[src/rtl/core/assert_macros.svh]
// ----------------------------------------------------------------------------
// Assertion macros
// Clocked on clk, disabled while rst_n is low.
// ----------------------------------------------------------------------------
`ifndef ASSERT_MACROS_SVH
`define ASSERT_MACROS_SVH

// Same-cycle implication.
`define ILP_ASSERT_IMP(lbl, ante, cons, msg) \
  lbl: assert property (@(posedge clk) disable iff (!rst_n) (ante) |-> (cons)) \
    else $error(msg);

// Next-cycle implication.
`define ILP_ASSERT_NXT(lbl, ante, cons, msg) \
  lbl: assert property (@(posedge clk) disable iff (!rst_n) (ante) |=> (cons)) \
    else $error(msg);

`endif

[src/rtl/core/ilp_pkg.sv]
// ----------------------------------------------------------------------------
// ilp_pkg
// Types, character codes and digit decode for the integer literal parser.
// ----------------------------------------------------------------------------
`default_nettype none

package ilp_pkg;

  localparam int unsigned COUNT_W     = 8;
  localparam int unsigned OUT_VALUE_W = 64;
  localparam int unsigned CFG_IDX_W   = 4;
  localparam int unsigned CFG_DATA_W  = 2;

  localparam logic [COUNT_W-1:0] COUNT_MAX = '1;

  // ASCII codes
  localparam logic [7:0] CH_0     = 8'h30;
  localparam logic [7:0] CH_9     = 8'h39;
  localparam logic [7:0] CH_LA    = 8'h61;
  localparam logic [7:0] CH_LF    = 8'h66;
  localparam logic [7:0] CH_UA    = 8'h41;
  localparam logic [7:0] CH_UF    = 8'h46;
  localparam logic [7:0] CH_LB    = 8'h62;
  localparam logic [7:0] CH_UB    = 8'h42;
  localparam logic [7:0] CH_LX    = 8'h78;
  localparam logic [7:0] CH_UX    = 8'h58;
  localparam logic [7:0] CH_MINUS = 8'h2d;

  // Configuration register indexes
  localparam logic [CFG_IDX_W-1:0] REG_PARSE_MODE  = 4'd0;
  localparam logic [CFG_IDX_W-1:0] REG_BASE_SELECT = 4'd1;

  typedef enum logic [1:0] {
    PH_IDLE   = 2'd0,
    PH_ZERO   = 2'd1,
    PH_NEED   = 2'd2,
    PH_DIGITS = 2'd3
  } phase_t;

  typedef enum logic [1:0] {
    BASE_BIN = 2'd0,
    BASE_OCT = 2'd1,
    BASE_DEC = 2'd2,
    BASE_HEX = 2'd3
  } base_t;

  typedef struct packed {
    phase_t             phase;
    logic               neg;
    base_t              base;
    logic [COUNT_W-1:0] cnt;
    logic               mode;   // mode latched at the start of the literal
  } ilp_state_t;

  localparam ilp_state_t STATE_RESET = '{
    phase: PH_IDLE, neg: 1'b0, base: BASE_DEC, cnt: '0, mode: 1'b0
  };

  typedef struct packed {
    logic               emit;
    logic               ok;
    logic [COUNT_W-1:0] consumed;
  } ilp_result_t;

  typedef struct packed {
    logic       hit;
    logic [3:0] val;
  } digit_t;

  // Digit value of c, hit only if it is a legal digit of base b.
  function automatic digit_t digit_decode(input logic [7:0] c, input base_t b);
    digit_t     r;
    logic [7:0] t;
    r.hit = 1'b0;
    t     = '0;
    if (c >= CH_0 && c <= CH_9) begin
      t     = c - CH_0;
      r.hit = 1'b1;
    end else if (c >= CH_LA && c <= CH_LF) begin
      t     = c - CH_LA + 8'd10;
      r.hit = 1'b1;
    end else if (c >= CH_UA && c <= CH_UF) begin
      t     = c - CH_UA + 8'd10;
      r.hit = 1'b1;
    end
    r.val = t[3:0];
    case (b)
      BASE_BIN: if (t[3:1] != 3'd0) r.hit = 1'b0;
      BASE_OCT: if (t[3]) r.hit = 1'b0;
      BASE_DEC: if (t[3:0] > 4'd9) r.hit = 1'b0;
      default:  ;
    endcase
    return r;
  endfunction

endpackage

`default_nettype wire

[src/rtl/core/ilp_step.sv]
// ----------------------------------------------------------------------------
// ilp_step
// Per-character parse step: next phase, accumulator update and result.
// ----------------------------------------------------------------------------
`default_nettype none

module ilp_step
  import ilp_pkg::*;
#(
  parameter int unsigned VALUE_WIDTH = 64
) (
  input  logic [7:0]             ch,
  input  logic                   first,
  input  logic                   line_end,
  input  logic                   parse_mode,
  input  base_t                  base_select,
  input  ilp_state_t             cur_state,
  input  logic [VALUE_WIDTH-1:0] acc,
  output ilp_state_t             state_nxt,
  output logic [VALUE_WIDTH-1:0] acc_nxt,
  output ilp_result_t            result
);

  logic                   start_zero;
  logic                   start_minus;
  logic                   is_prefix;
  logic                   zero_fall;
  logic                   mode_eff;
  logic                   neg_eff;
  phase_t                 work_phase;
  phase_t                 proc_phase;
  phase_t                 phase_nxt;
  base_t                  base_eff;
  base_t                  base_nxt;
  logic                   neg_nxt;
  logic [COUNT_W-1:0]     cnt_eff;
  logic [COUNT_W-1:0]     cnt_inc;
  logic [COUNT_W-1:0]     cnt_nxt;
  logic [VALUE_WIDTH-1:0] acc_eff;
  logic [VALUE_WIDTH-1:0] dz;
  logic [VALUE_WIDTH-1:0] scaled;
  digit_t                 dig;

  assign start_zero  = first && !parse_mode && (ch == CH_0);
  assign start_minus = first && parse_mode && (ch == CH_MINUS);
  assign work_phase  = first ? PH_NEED : cur_state.phase;
  assign is_prefix   = (work_phase == PH_ZERO) &&
                       (ch == CH_LB || ch == CH_UB || ch == CH_LX || ch == CH_UX);
  // bare leading zero: it was the first octal digit
  assign zero_fall   = (work_phase == PH_ZERO) && !is_prefix;
  assign proc_phase  = zero_fall ? PH_DIGITS : work_phase;

  assign mode_eff = first ? parse_mode : cur_state.mode;
  assign neg_eff  = first ? 1'b0 : cur_state.neg;
  assign cnt_eff  = first ? '0 : cur_state.cnt;
  assign acc_eff  = (first || zero_fall) ? '0 : acc;

  always_comb begin
    if (first) begin
      base_eff = parse_mode ? base_select : BASE_DEC;
    end else if (zero_fall) begin
      base_eff = BASE_OCT;
    end else begin
      base_eff = cur_state.base;
    end
  end

  assign dig     = digit_decode(ch, base_eff);
  assign dz      = VALUE_WIDTH'(dig.val);
  assign cnt_inc = (cnt_eff == COUNT_MAX) ? cnt_eff : cnt_eff + 1'b1;

  // acc * base, by shifts and, for decimal, one add
  always_comb begin
    case (base_eff)
      BASE_BIN: scaled = acc_eff << 1;
      BASE_OCT: scaled = acc_eff << 3;
      BASE_DEC: scaled = (acc_eff << 3) + (acc_eff << 1);
      default:  scaled = acc_eff << 4;
    endcase
  end

  // next phase
  always_comb begin
    phase_nxt = cur_state.phase;
    if (start_zero) begin
      phase_nxt = line_end ? PH_IDLE : PH_ZERO;
    end else if (start_minus || is_prefix) begin
      phase_nxt = line_end ? PH_IDLE : PH_NEED;
    end else begin
      unique case (proc_phase) inside
        PH_NEED, PH_DIGITS: phase_nxt = (!dig.hit || line_end) ? PH_IDLE : PH_DIGITS;
        default:            phase_nxt = PH_IDLE;
      endcase
    end
  end

  // datapath and result; a negative literal accumulates negated
  always_comb begin
    acc_nxt         = acc_eff;
    neg_nxt         = neg_eff;
    base_nxt        = base_eff;
    cnt_nxt         = cnt_eff;
    result.emit     = 1'b0;
    result.ok       = 1'b0;
    result.consumed = '0;
    if (start_zero) begin
      cnt_nxt         = COUNT_W'(1);
      result.emit     = line_end;
      result.ok       = 1'b1;
      result.consumed = COUNT_W'(1);
    end else if (start_minus) begin
      neg_nxt     = 1'b1;
      cnt_nxt     = COUNT_W'(1);
      result.emit = line_end;
    end else if (is_prefix) begin
      base_nxt        = (ch == CH_LB || ch == CH_UB) ? BASE_BIN : BASE_HEX;
      cnt_nxt         = COUNT_W'(2);
      result.emit     = line_end;
      result.consumed = mode_eff ? '0 : COUNT_W'(2);
    end else begin
      unique case (proc_phase)
        PH_NEED: begin
          if (dig.hit) begin
            acc_nxt         = neg_eff ? ('0 - dz) : dz;
            cnt_nxt         = cnt_inc;
            result.emit     = line_end;
            result.ok       = 1'b1;
            result.consumed = cnt_inc;
          end else begin
            result.emit     = 1'b1;
            result.consumed = mode_eff ? '0 : cnt_eff;
          end
        end
        PH_DIGITS: begin
          if (dig.hit) begin
            acc_nxt         = neg_eff ? (scaled - dz) : (scaled + dz);
            cnt_nxt         = cnt_inc;
            result.emit     = line_end;
            result.ok       = 1'b1;
            result.consumed = cnt_inc;
          end else begin
            result.emit     = 1'b1;
            result.ok       = 1'b1;
            result.consumed = cnt_eff;
          end
        end
        default: ;
      endcase
    end
  end

  assign state_nxt = '{phase: phase_nxt, neg: neg_nxt, base: base_nxt,
                       cnt: cnt_nxt, mode: mode_eff};

endmodule

`default_nettype wire

[src/rtl/core/integer_literal_parser_core.sv]
// ----------------------------------------------------------------------------
// integer_literal_parser_core
// Streams ASCII characters in, one integer literal result per parse out.
//
// Input channel (in_*): one character per beat, with first marking the start
// of a literal and line_end marking the last character of the line.
// Result channel (out_*): ok, the value (sign-extended from VALUE_WIDTH to
// 64 bits, zero on failure) and the count of characters consumed.
// Config channel (cfg_*): index 0 = parse mode, 1 = explicit base; always
// ready, write only while no parse is in flight. Mode is latched per literal.
//
// Timing: beat is captured in an input register, stepped through the parse
// logic and its result lands in the output register as the beat advances.
// One beat per cycle is sustained while the output slot is free or draining;
// the per-character multiply-add (shift-and-add by the base) sits between
// the input register and the parse state registers.
// Stall: when out_stall holds a pending result, the input register holds
// its beat and in_stall is raised until the output slot frees.
// Reset (rst_n low, synchronous): both channels empty, parser idle,
// parse mode 0, base select decimal.
// ----------------------------------------------------------------------------
`default_nettype none
`include "assert_macros.svh"

module integer_literal_parser_core
  import ilp_pkg::*;
#(
  parameter int unsigned VALUE_WIDTH = 64
) (
  input  logic                          clk,
  input  logic                          rst_n,
  // input characters
  input  logic                          in_valid,
  output logic                          in_stall,
  input  logic [7:0]                    in_ch,
  input  logic                          in_first,
  input  logic                          in_line_end,
  // results
  output logic                          out_valid,
  input  logic                          out_stall,
  output logic                          out_ok,
  output logic signed [OUT_VALUE_W-1:0] out_value,
  output logic [COUNT_W-1:0]            out_consumed,
  // configuration writes
  input  logic                          cfg_valid,
  output logic                          cfg_ready,
  input  logic [CFG_IDX_W-1:0]          cfg_index,
  input  logic [CFG_DATA_W-1:0]         cfg_wdata
);

  // configuration
  logic                          parse_mode_r;
  base_t                         base_select_r;

  // input register
  logic                          s1_valid_r;
  logic [7:0]                    s1_ch_r;
  logic                          s1_first_r;
  logic                          s1_line_end_r;

  // parse state
  ilp_state_t                    state_r;
  logic [VALUE_WIDTH-1:0]        acc_r;

  // output register
  logic                          out_valid_r;
  logic                          out_ok_r;
  logic signed [OUT_VALUE_W-1:0] out_value_r;
  logic [COUNT_W-1:0]            out_consumed_r;

  logic                          advance;
  logic                          in_take;
  ilp_state_t                    step_state;
  logic [VALUE_WIDTH-1:0]        step_acc;
  logic signed [VALUE_WIDTH-1:0] step_acc_s;
  ilp_result_t                   step_res;
  logic signed [OUT_VALUE_W-1:0] out_value_nxt;

  assign cfg_ready = 1'b1;

  always_ff @(posedge clk) begin
    if (!rst_n) begin
      parse_mode_r  <= 1'b0;
      base_select_r <= BASE_DEC;
    end else if (cfg_valid && cfg_ready) begin
      unique case (cfg_index)
        REG_PARSE_MODE:  parse_mode_r  <= cfg_wdata[0];
        REG_BASE_SELECT: base_select_r <= base_t'(cfg_wdata);
        default:         ;
      endcase
    end
  end

  // The held character steps once the output slot is free or draining.
  assign advance  = s1_valid_r && (!out_valid_r || !out_stall);
  assign in_stall = s1_valid_r && !advance;
  assign in_take  = in_valid && !in_stall;

  always_ff @(posedge clk) begin
    if (!rst_n) begin
      s1_valid_r <= 1'b0;
    end else if (in_take) begin
      s1_valid_r <= 1'b1;
    end else if (advance) begin
      s1_valid_r <= 1'b0;
    end
  end

  always_ff @(posedge clk) begin
    if (in_take) begin
      s1_ch_r       <= in_ch;
      s1_first_r    <= in_first;
      s1_line_end_r <= in_line_end;
    end
  end

  ilp_step #(
    .VALUE_WIDTH (VALUE_WIDTH)
  ) u_step (
    .ch          (s1_ch_r),
    .first       (s1_first_r),
    .line_end    (s1_line_end_r),
    .parse_mode  (parse_mode_r),
    .base_select (base_select_r),
    .cur_state   (state_r),
    .acc         (acc_r),
    .state_nxt   (step_state),
    .acc_nxt     (step_acc),
    .result      (step_res)
  );

  always_ff @(posedge clk) begin
    if (!rst_n) begin
      state_r <= STATE_RESET;
      acc_r   <= '0;
    end else if (advance) begin
      state_r <= step_state;
      acc_r   <= step_acc;
    end
  end

  // value wraps at VALUE_WIDTH, then sign-extends to the port width
  assign step_acc_s    = step_acc;
  assign out_value_nxt = step_res.ok ? OUT_VALUE_W'(step_acc_s) : '0;

  always_ff @(posedge clk) begin
    if (!rst_n) begin
      out_valid_r <= 1'b0;
    end else if (advance && step_res.emit) begin
      out_valid_r <= 1'b1;
    end else if (!out_stall) begin
      out_valid_r <= 1'b0;
    end
  end

  always_ff @(posedge clk) begin
    if (advance && step_res.emit) begin
      out_ok_r       <= step_res.ok;
      out_value_r    <= out_value_nxt;
      out_consumed_r <= step_res.consumed;
    end
  end

  assign out_valid    = out_valid_r;
  assign out_ok       = out_ok_r;
  assign out_value    = out_value_r;
  assign out_consumed = out_consumed_r;

  // a held character is never dropped
  `ILP_ASSERT_NXT(a_s1_hold, s1_valid_r && !advance, s1_valid_r, "held beat lost")
  // a pending result is never overwritten
  `ILP_ASSERT_IMP(a_no_overrun, advance && out_valid_r, !out_stall, "result overrun")
  // failed parse carries a zero value
  `ILP_ASSERT_IMP(a_fail_zero, out_valid_r && !out_ok_r, out_value_r == '0, "fail value")
  // a good literal consumed at least one character
  `ILP_ASSERT_IMP(a_ok_count, out_valid_r && out_ok_r, out_consumed_r != '0, "ok count")

endmodule

`default_nettype wire

[config.mk]
export PLATFORM = sky130hd
export DESIGN_NAME = integer_literal_parser_core
export DESIGN_NICKNAME = d
export VERILOG_FILES = /design/src/rtl/core/ilp_pkg.sv /design/src/rtl/core/ilp_step.sv /design/src/rtl/core/integer_literal_parser_core.sv
export VERILOG_INCLUDE_DIRS = /design/src /design/src/rtl/core
export SDC_FILE = /design/constraint.sdc
export NUM_CORES = 1
export LEC_CHECK = 0
export ABC_AREA = 0
export BUFFER_PORTS_ARGS = -buffer_cell sky130_fd_sc_hd__buf_2
export CORE_UTILIZATION = 50
export CTS_BUF_LIST = sky130_fd_sc_hd__clkbuf_4 sky130_fd_sc_hd__clkbuf_8 sky130_fd_sc_hd__clkbuf_16
export CTS_CLUSTER_SIZE = 25
export DETAILED_ROUTE_END_ITERATION = 10
export PLACE_DENSITY_LB_ADDON = 0.05
export SYNTH_ARGS = -nofsm -noshare
export SYNTH_HDL_FRONTEND = slang
export SYNTH_SLANG_ARGS = --single-unit
[constraint.sdc]
create_clock -name clk -period 9.3 [get_ports clk]
set_clock_uncertainty 0.2 [all_clocks]
set_input_delay 0.93 -clock clk [delete_from_list [all_inputs] [get_ports clk]]
set_output_delay 0.93 -clock clk [all_outputs]
set_load 0.01 [all_outputs]
==> results.env <==
POSTCTSSETUPREPAIRBUFS=0
HOLD_SLACK_NS=0.250
SYNTH_COMMONEST_CELLS='sky130_fd_sc_hd__nand2_1 (269), sky130_fd_sc_hd__a21oi_1 (253), sky130_fd_sc_hd__nor2_1 (237)'
DRT-INITIAL-DRC-COUNT=2065
WL_MET2_UM=28000
LAYOUT.NETS=2612
SYN-MEAN-INSTANCE-AREA_UM2=7.28
HOLD-PATH-CELL-COUNT=2
MAX-SLEW-MARGIN-REL_PCT=28.0
CLKSINKCOUNT=166
CELLPOWERDENSITY_nW_PER_UM2=121
SYNTH.NET_COUNT=2668
REGTOREGENDPOINT='out_value[51]$_SDFFCE_PN0P_'
YS_ASYNC_SR_FRACTION_PCT=0
FIRST_GLOBAL_VIAS=17900
RR_WORST_DEPTH=34
CRITICAL_PATH.REG2REG.STARTPOINT='s1_ch_r[0]$_DFFE_PP_'
PLACEABLE_CORE_AREA_UM2=36500
FIN_SETUP_TNS_NS=0
HOLDBUFCOUNTCTS=0
MAX_CAP_VIOL_COUNT=0
SYNTH_TOP_CELL_AREA_SHARE_PCT=13.5
CLOCK_TREE_FROM_TRITONCTS='yes'
SETUP_VIOL=0
FIN_CRIT_SH_PCT=92.6
DRC=0
POST_SYNTH_NUM_CELL_TYPES=103
GRT.TOTAL_USAGE_PCT=35.8
IRDROPWORSTVDD_uV=162
SYNTH_CELLS=2544
ROUTE.TOP_LAYER_USED='met4'
NUMBER_OF_BUFFERS_CREATED_BY_CTS=17
ANTENNADIODECOUNT=0
CP_MAX_FO=8
TYPE_OF_ELEMENT_CAPTURING_THE_CRITICAL_PATH='flip-flop'
SETUP_REPAIR_AFTER_GLOBAL_ROUTING_MISSED_ITS_MARGIN='no'
ROUTED-VIA-COUNT=19600
WORST_SKEW_PAIR_LATER_PIN_LATENCY_NS=0.48
CP_DATA_REQUIRED_TIME_NS=9.40
DETAIL-ROUTE-ANTENNA-NETS=0
POST_CTS_RESIZE_COUNT=0
SYNTH.LARGEST_AREA_CELL='sky130_fd_sc_hd__edfxtp_1'
SETUP.REG_TO_REG.WORST_SLACK_NS=0.69
FINAL_LAYOUT_SIZE_SUFFIX_GT1_SHARE_PCT=9.76
REPORT.FINAL.HOLD_VIOL_COUNT=0
NUMPORTBUFFERS=95
HOLD_PATH_CLASS='flip-flop to flip-flop'
STD_CELL_ROWS=70
TOTAL_LEAKAGE_POWER_nW=7.91
DRT_PASS_1_ITERS=6
SYNTHESIS.AREA_UM2=18500
PLACE.DETAILED.HPWL_UM=50400
SYNTH.TOP_CELLS.BY_AREA='sky130_fd_sc_hd__edfxtp_1 (13%), sky130_fd_sc_hd__dfxtp_1 (9.0%), sky130_fd_sc_hd__ha_1 (6.9%)'
MET3WIRELENGTH_UM=7020
YS_SEQ_AREA_SHARE_PCT=22.4
DRT-VIAS-PER-INSTANCE=6.61
MAX-CLOCK-PATH-BUFFERS=2
WORST_SETUP_HOLD_PATH_CLK_SLEW_NS=0.09
SYN_TO_FINAL_GROWTH_PCT=6.25
MET1_LENGTH_UM=31900
CP_SLOWEST_CELL='sky130_fd_sc_hd__a221oi_1'
MIN_FROM='acc_r[45]$_SDFFE_PN0P_'
SYNTH.MOST_COMMON_CELL='sky130_fd_sc_hd__nand2_1'
CLOCK_TREE.ROOT_CELL='sky130_fd_sc_hd__clkbuf_16'
CP_TOP_FAMILY='compound AO/OA/AOI/OAI gates'
MIN_TO='acc_r[45]$_SDFFE_PN0P_'
DOMINANTREGCELLSYNTH='sky130_fd_sc_hd__edfxtp_1'
DESIGN.DIE.AREA_UM2=37800
FINAL_SLEW_VIOLATIONS=0
CRITICALPATHCATEGORY='flip-flop to flip-flop'
SYNTH_EDF_COUNT=83
TIGHTESTPINTRANSITION_NS=1.07
FLOORPLAN.IO_PINS=97
H_TREE_LEVELS=4
GPL.FINAL_WEIGHTED_CONGESTION=0.962
CRIT_BUF_INV=2
FINAL.FILL_COUNT=3645
GRT_START_MAX_NET_PINS=74
STATUS='complete, no violations'
POSTROUTEWIRELENGTH_UM=68800
GRT_OVERFLOW_TOTAL=0
CRIT_PATH_START_KIND='flip-flop'
TIMING.CRITICAL_PATH.SLOWEST_CELL_DELAY_NS=0.63
DIE_HEIGHT_UM=194
CRITPATHARRIVALTIME_NS=8.71
DIE_WIDTH_UM=194
DETAIL_ROUTE.WL_PER_CELL_UM=23.2
YS_WARNS=0
SYNTH-SEQ-CELLS=166
CRIT_TOP_CELL='sky130_fd_sc_hd__ha_1'
INITIAL_CORE_UTIL_PCT=50.7
ANTENNA_FOUND_INITIAL=0
GRT_FIRST_PASS_WIRELENGTH_UM=105000
FIN_CRIT_NS=8.61
MAX_FREQ_GHz=0.116
registers in the layout (all words and copies together), names as in the netlist:
register       cells
s1_line_end_r      1
base_select_r      2
parse_mode_r       1
s1_valid_r         1
out_consumed       8
acc_r             64
out_valid          1
out_ok             1
s1_first_r         1
state_r           14
s1_ch_r            8
out_value         64
cell usage in the layout, fill, tap and decap left out, types with 78 or more instances in the layout:
master,instances
sky130_fd_sc_hd__xnor2_1,78
sky130_fd_sc_hd__a21oi_1,252
sky130_fd_sc_hd__a21o_1,84
sky130_fd_sc_hd__ha_1,102
sky130_fd_sc_hd__o21ai_0,184
sky130_fd_sc_hd__buf_2,95
sky130_fd_sc_hd__edfxtp_1,83
sky130_fd_sc_hd__nor2_1,236
sky130_fd_sc_hd__nand2_1,267
sky130_fd_sc_hd__dfxtp_1,83
power breakdown:
part / internal, mW / switching (mW)
combinational: 0.279 / 0.506
sequential: 0.778 / 0.0148
clock: 0.435 / 0.363
stage by stage:
| stage | instance area [um2] | setup slack, ns | cells | power [mW] | utilization, % |
|---|---|---|---|---|---|
| global route | 19700 | 0.184 | 2969 | 2.47 | 53.9 |
| floorplan | 18500 | 1.45 | 2544 | 1.36 | - |
| finish | 19700 | 0.690 | 2969 | 2.38 | 53.9 |
| CTS | 19700 | 0.918 | 2969 | 2.36 | 53.9 |
| global placement | 19000 | 1.08 | 2937 | 1.57 | 52.1 |
| detailed placement | 19000 | 0.965 | 2937 | 1.57 | 52.1 |
routing by layer:
layer | vias up | global-route usage, %
li1 | 9233 | -
met1 | 9370 | 52.8
met4 | 0 | 11.1
met2 | 919 | 51.0
met3 | 105 | 8.36
met5 | - | 0
cell families (layout without fill, tap and decap cells):
family	after synthesis	count (layout)	synth area share, %
compound gates	921	921	32.5
xor+xnor	128	128	6.06
fa+ha+maj	110	110	7.38
buf+inv	270	227	5.97
flops	166	166	22.4
mux	30	30	1.68
other cells	1	1	0.0203
simple gates	918	918	24.0
area by class of cell:
cell class | instances | area (um2) | area share (%)
multi-input cells | 2108 | 13300 | 67.7
clock inverters | 15 | 213 | 1.08
clock buffers | 17 | 425 | 2.16
well taps | 468 | 586 | 2.98
repair buffers | 129 | 731 | 3.72
flip-flops and latches | 166 | 4150 | 21.1
inverters | 66 | 248 | 1.26
tightest hold or removal path: stages (launching register included):
cell and delay (ns):
sky130_fd_sc_hd__dfxtp_1 0.31, sky130_fd_sc_hd__nand2_1 0.05, sky130_fd_sc_hd__o21ai_1 0.05
worst max-delay path by stage:
stage | from | endpoint | slack [ns] | cells past startpoint
floorplan | s1_ch_r[0]$_DFFE_PP_ | out_value[58]$_SDFFCE_PN0P_ | 1.45 | 38
detailed placement | s1_ch_r[0]$_DFFE_PP_ | out_value[58]$_SDFFCE_PN0P_ | 0.97 | 34
CTS | s1_ch_r[0]$_DFFE_PP_ | out_value[58]$_SDFFCE_PN0P_ | 0.92 | 34
global placement | s1_ch_r[0]$_DFFE_PP_ | out_value[57]$_SDFFCE_PN0P_ | 1.08 | 34
finish | s1_ch_r[0]$_DFFE_PP_ | out_value[51]$_SDFFCE_PN0P_ | 0.69 | 34
global route | s1_ch_r[0]$_DFFE_PP_ | out_value[51]$_SDFFCE_PN0P_ | 0.18 | 34
(Power assumes the default switching activity.)
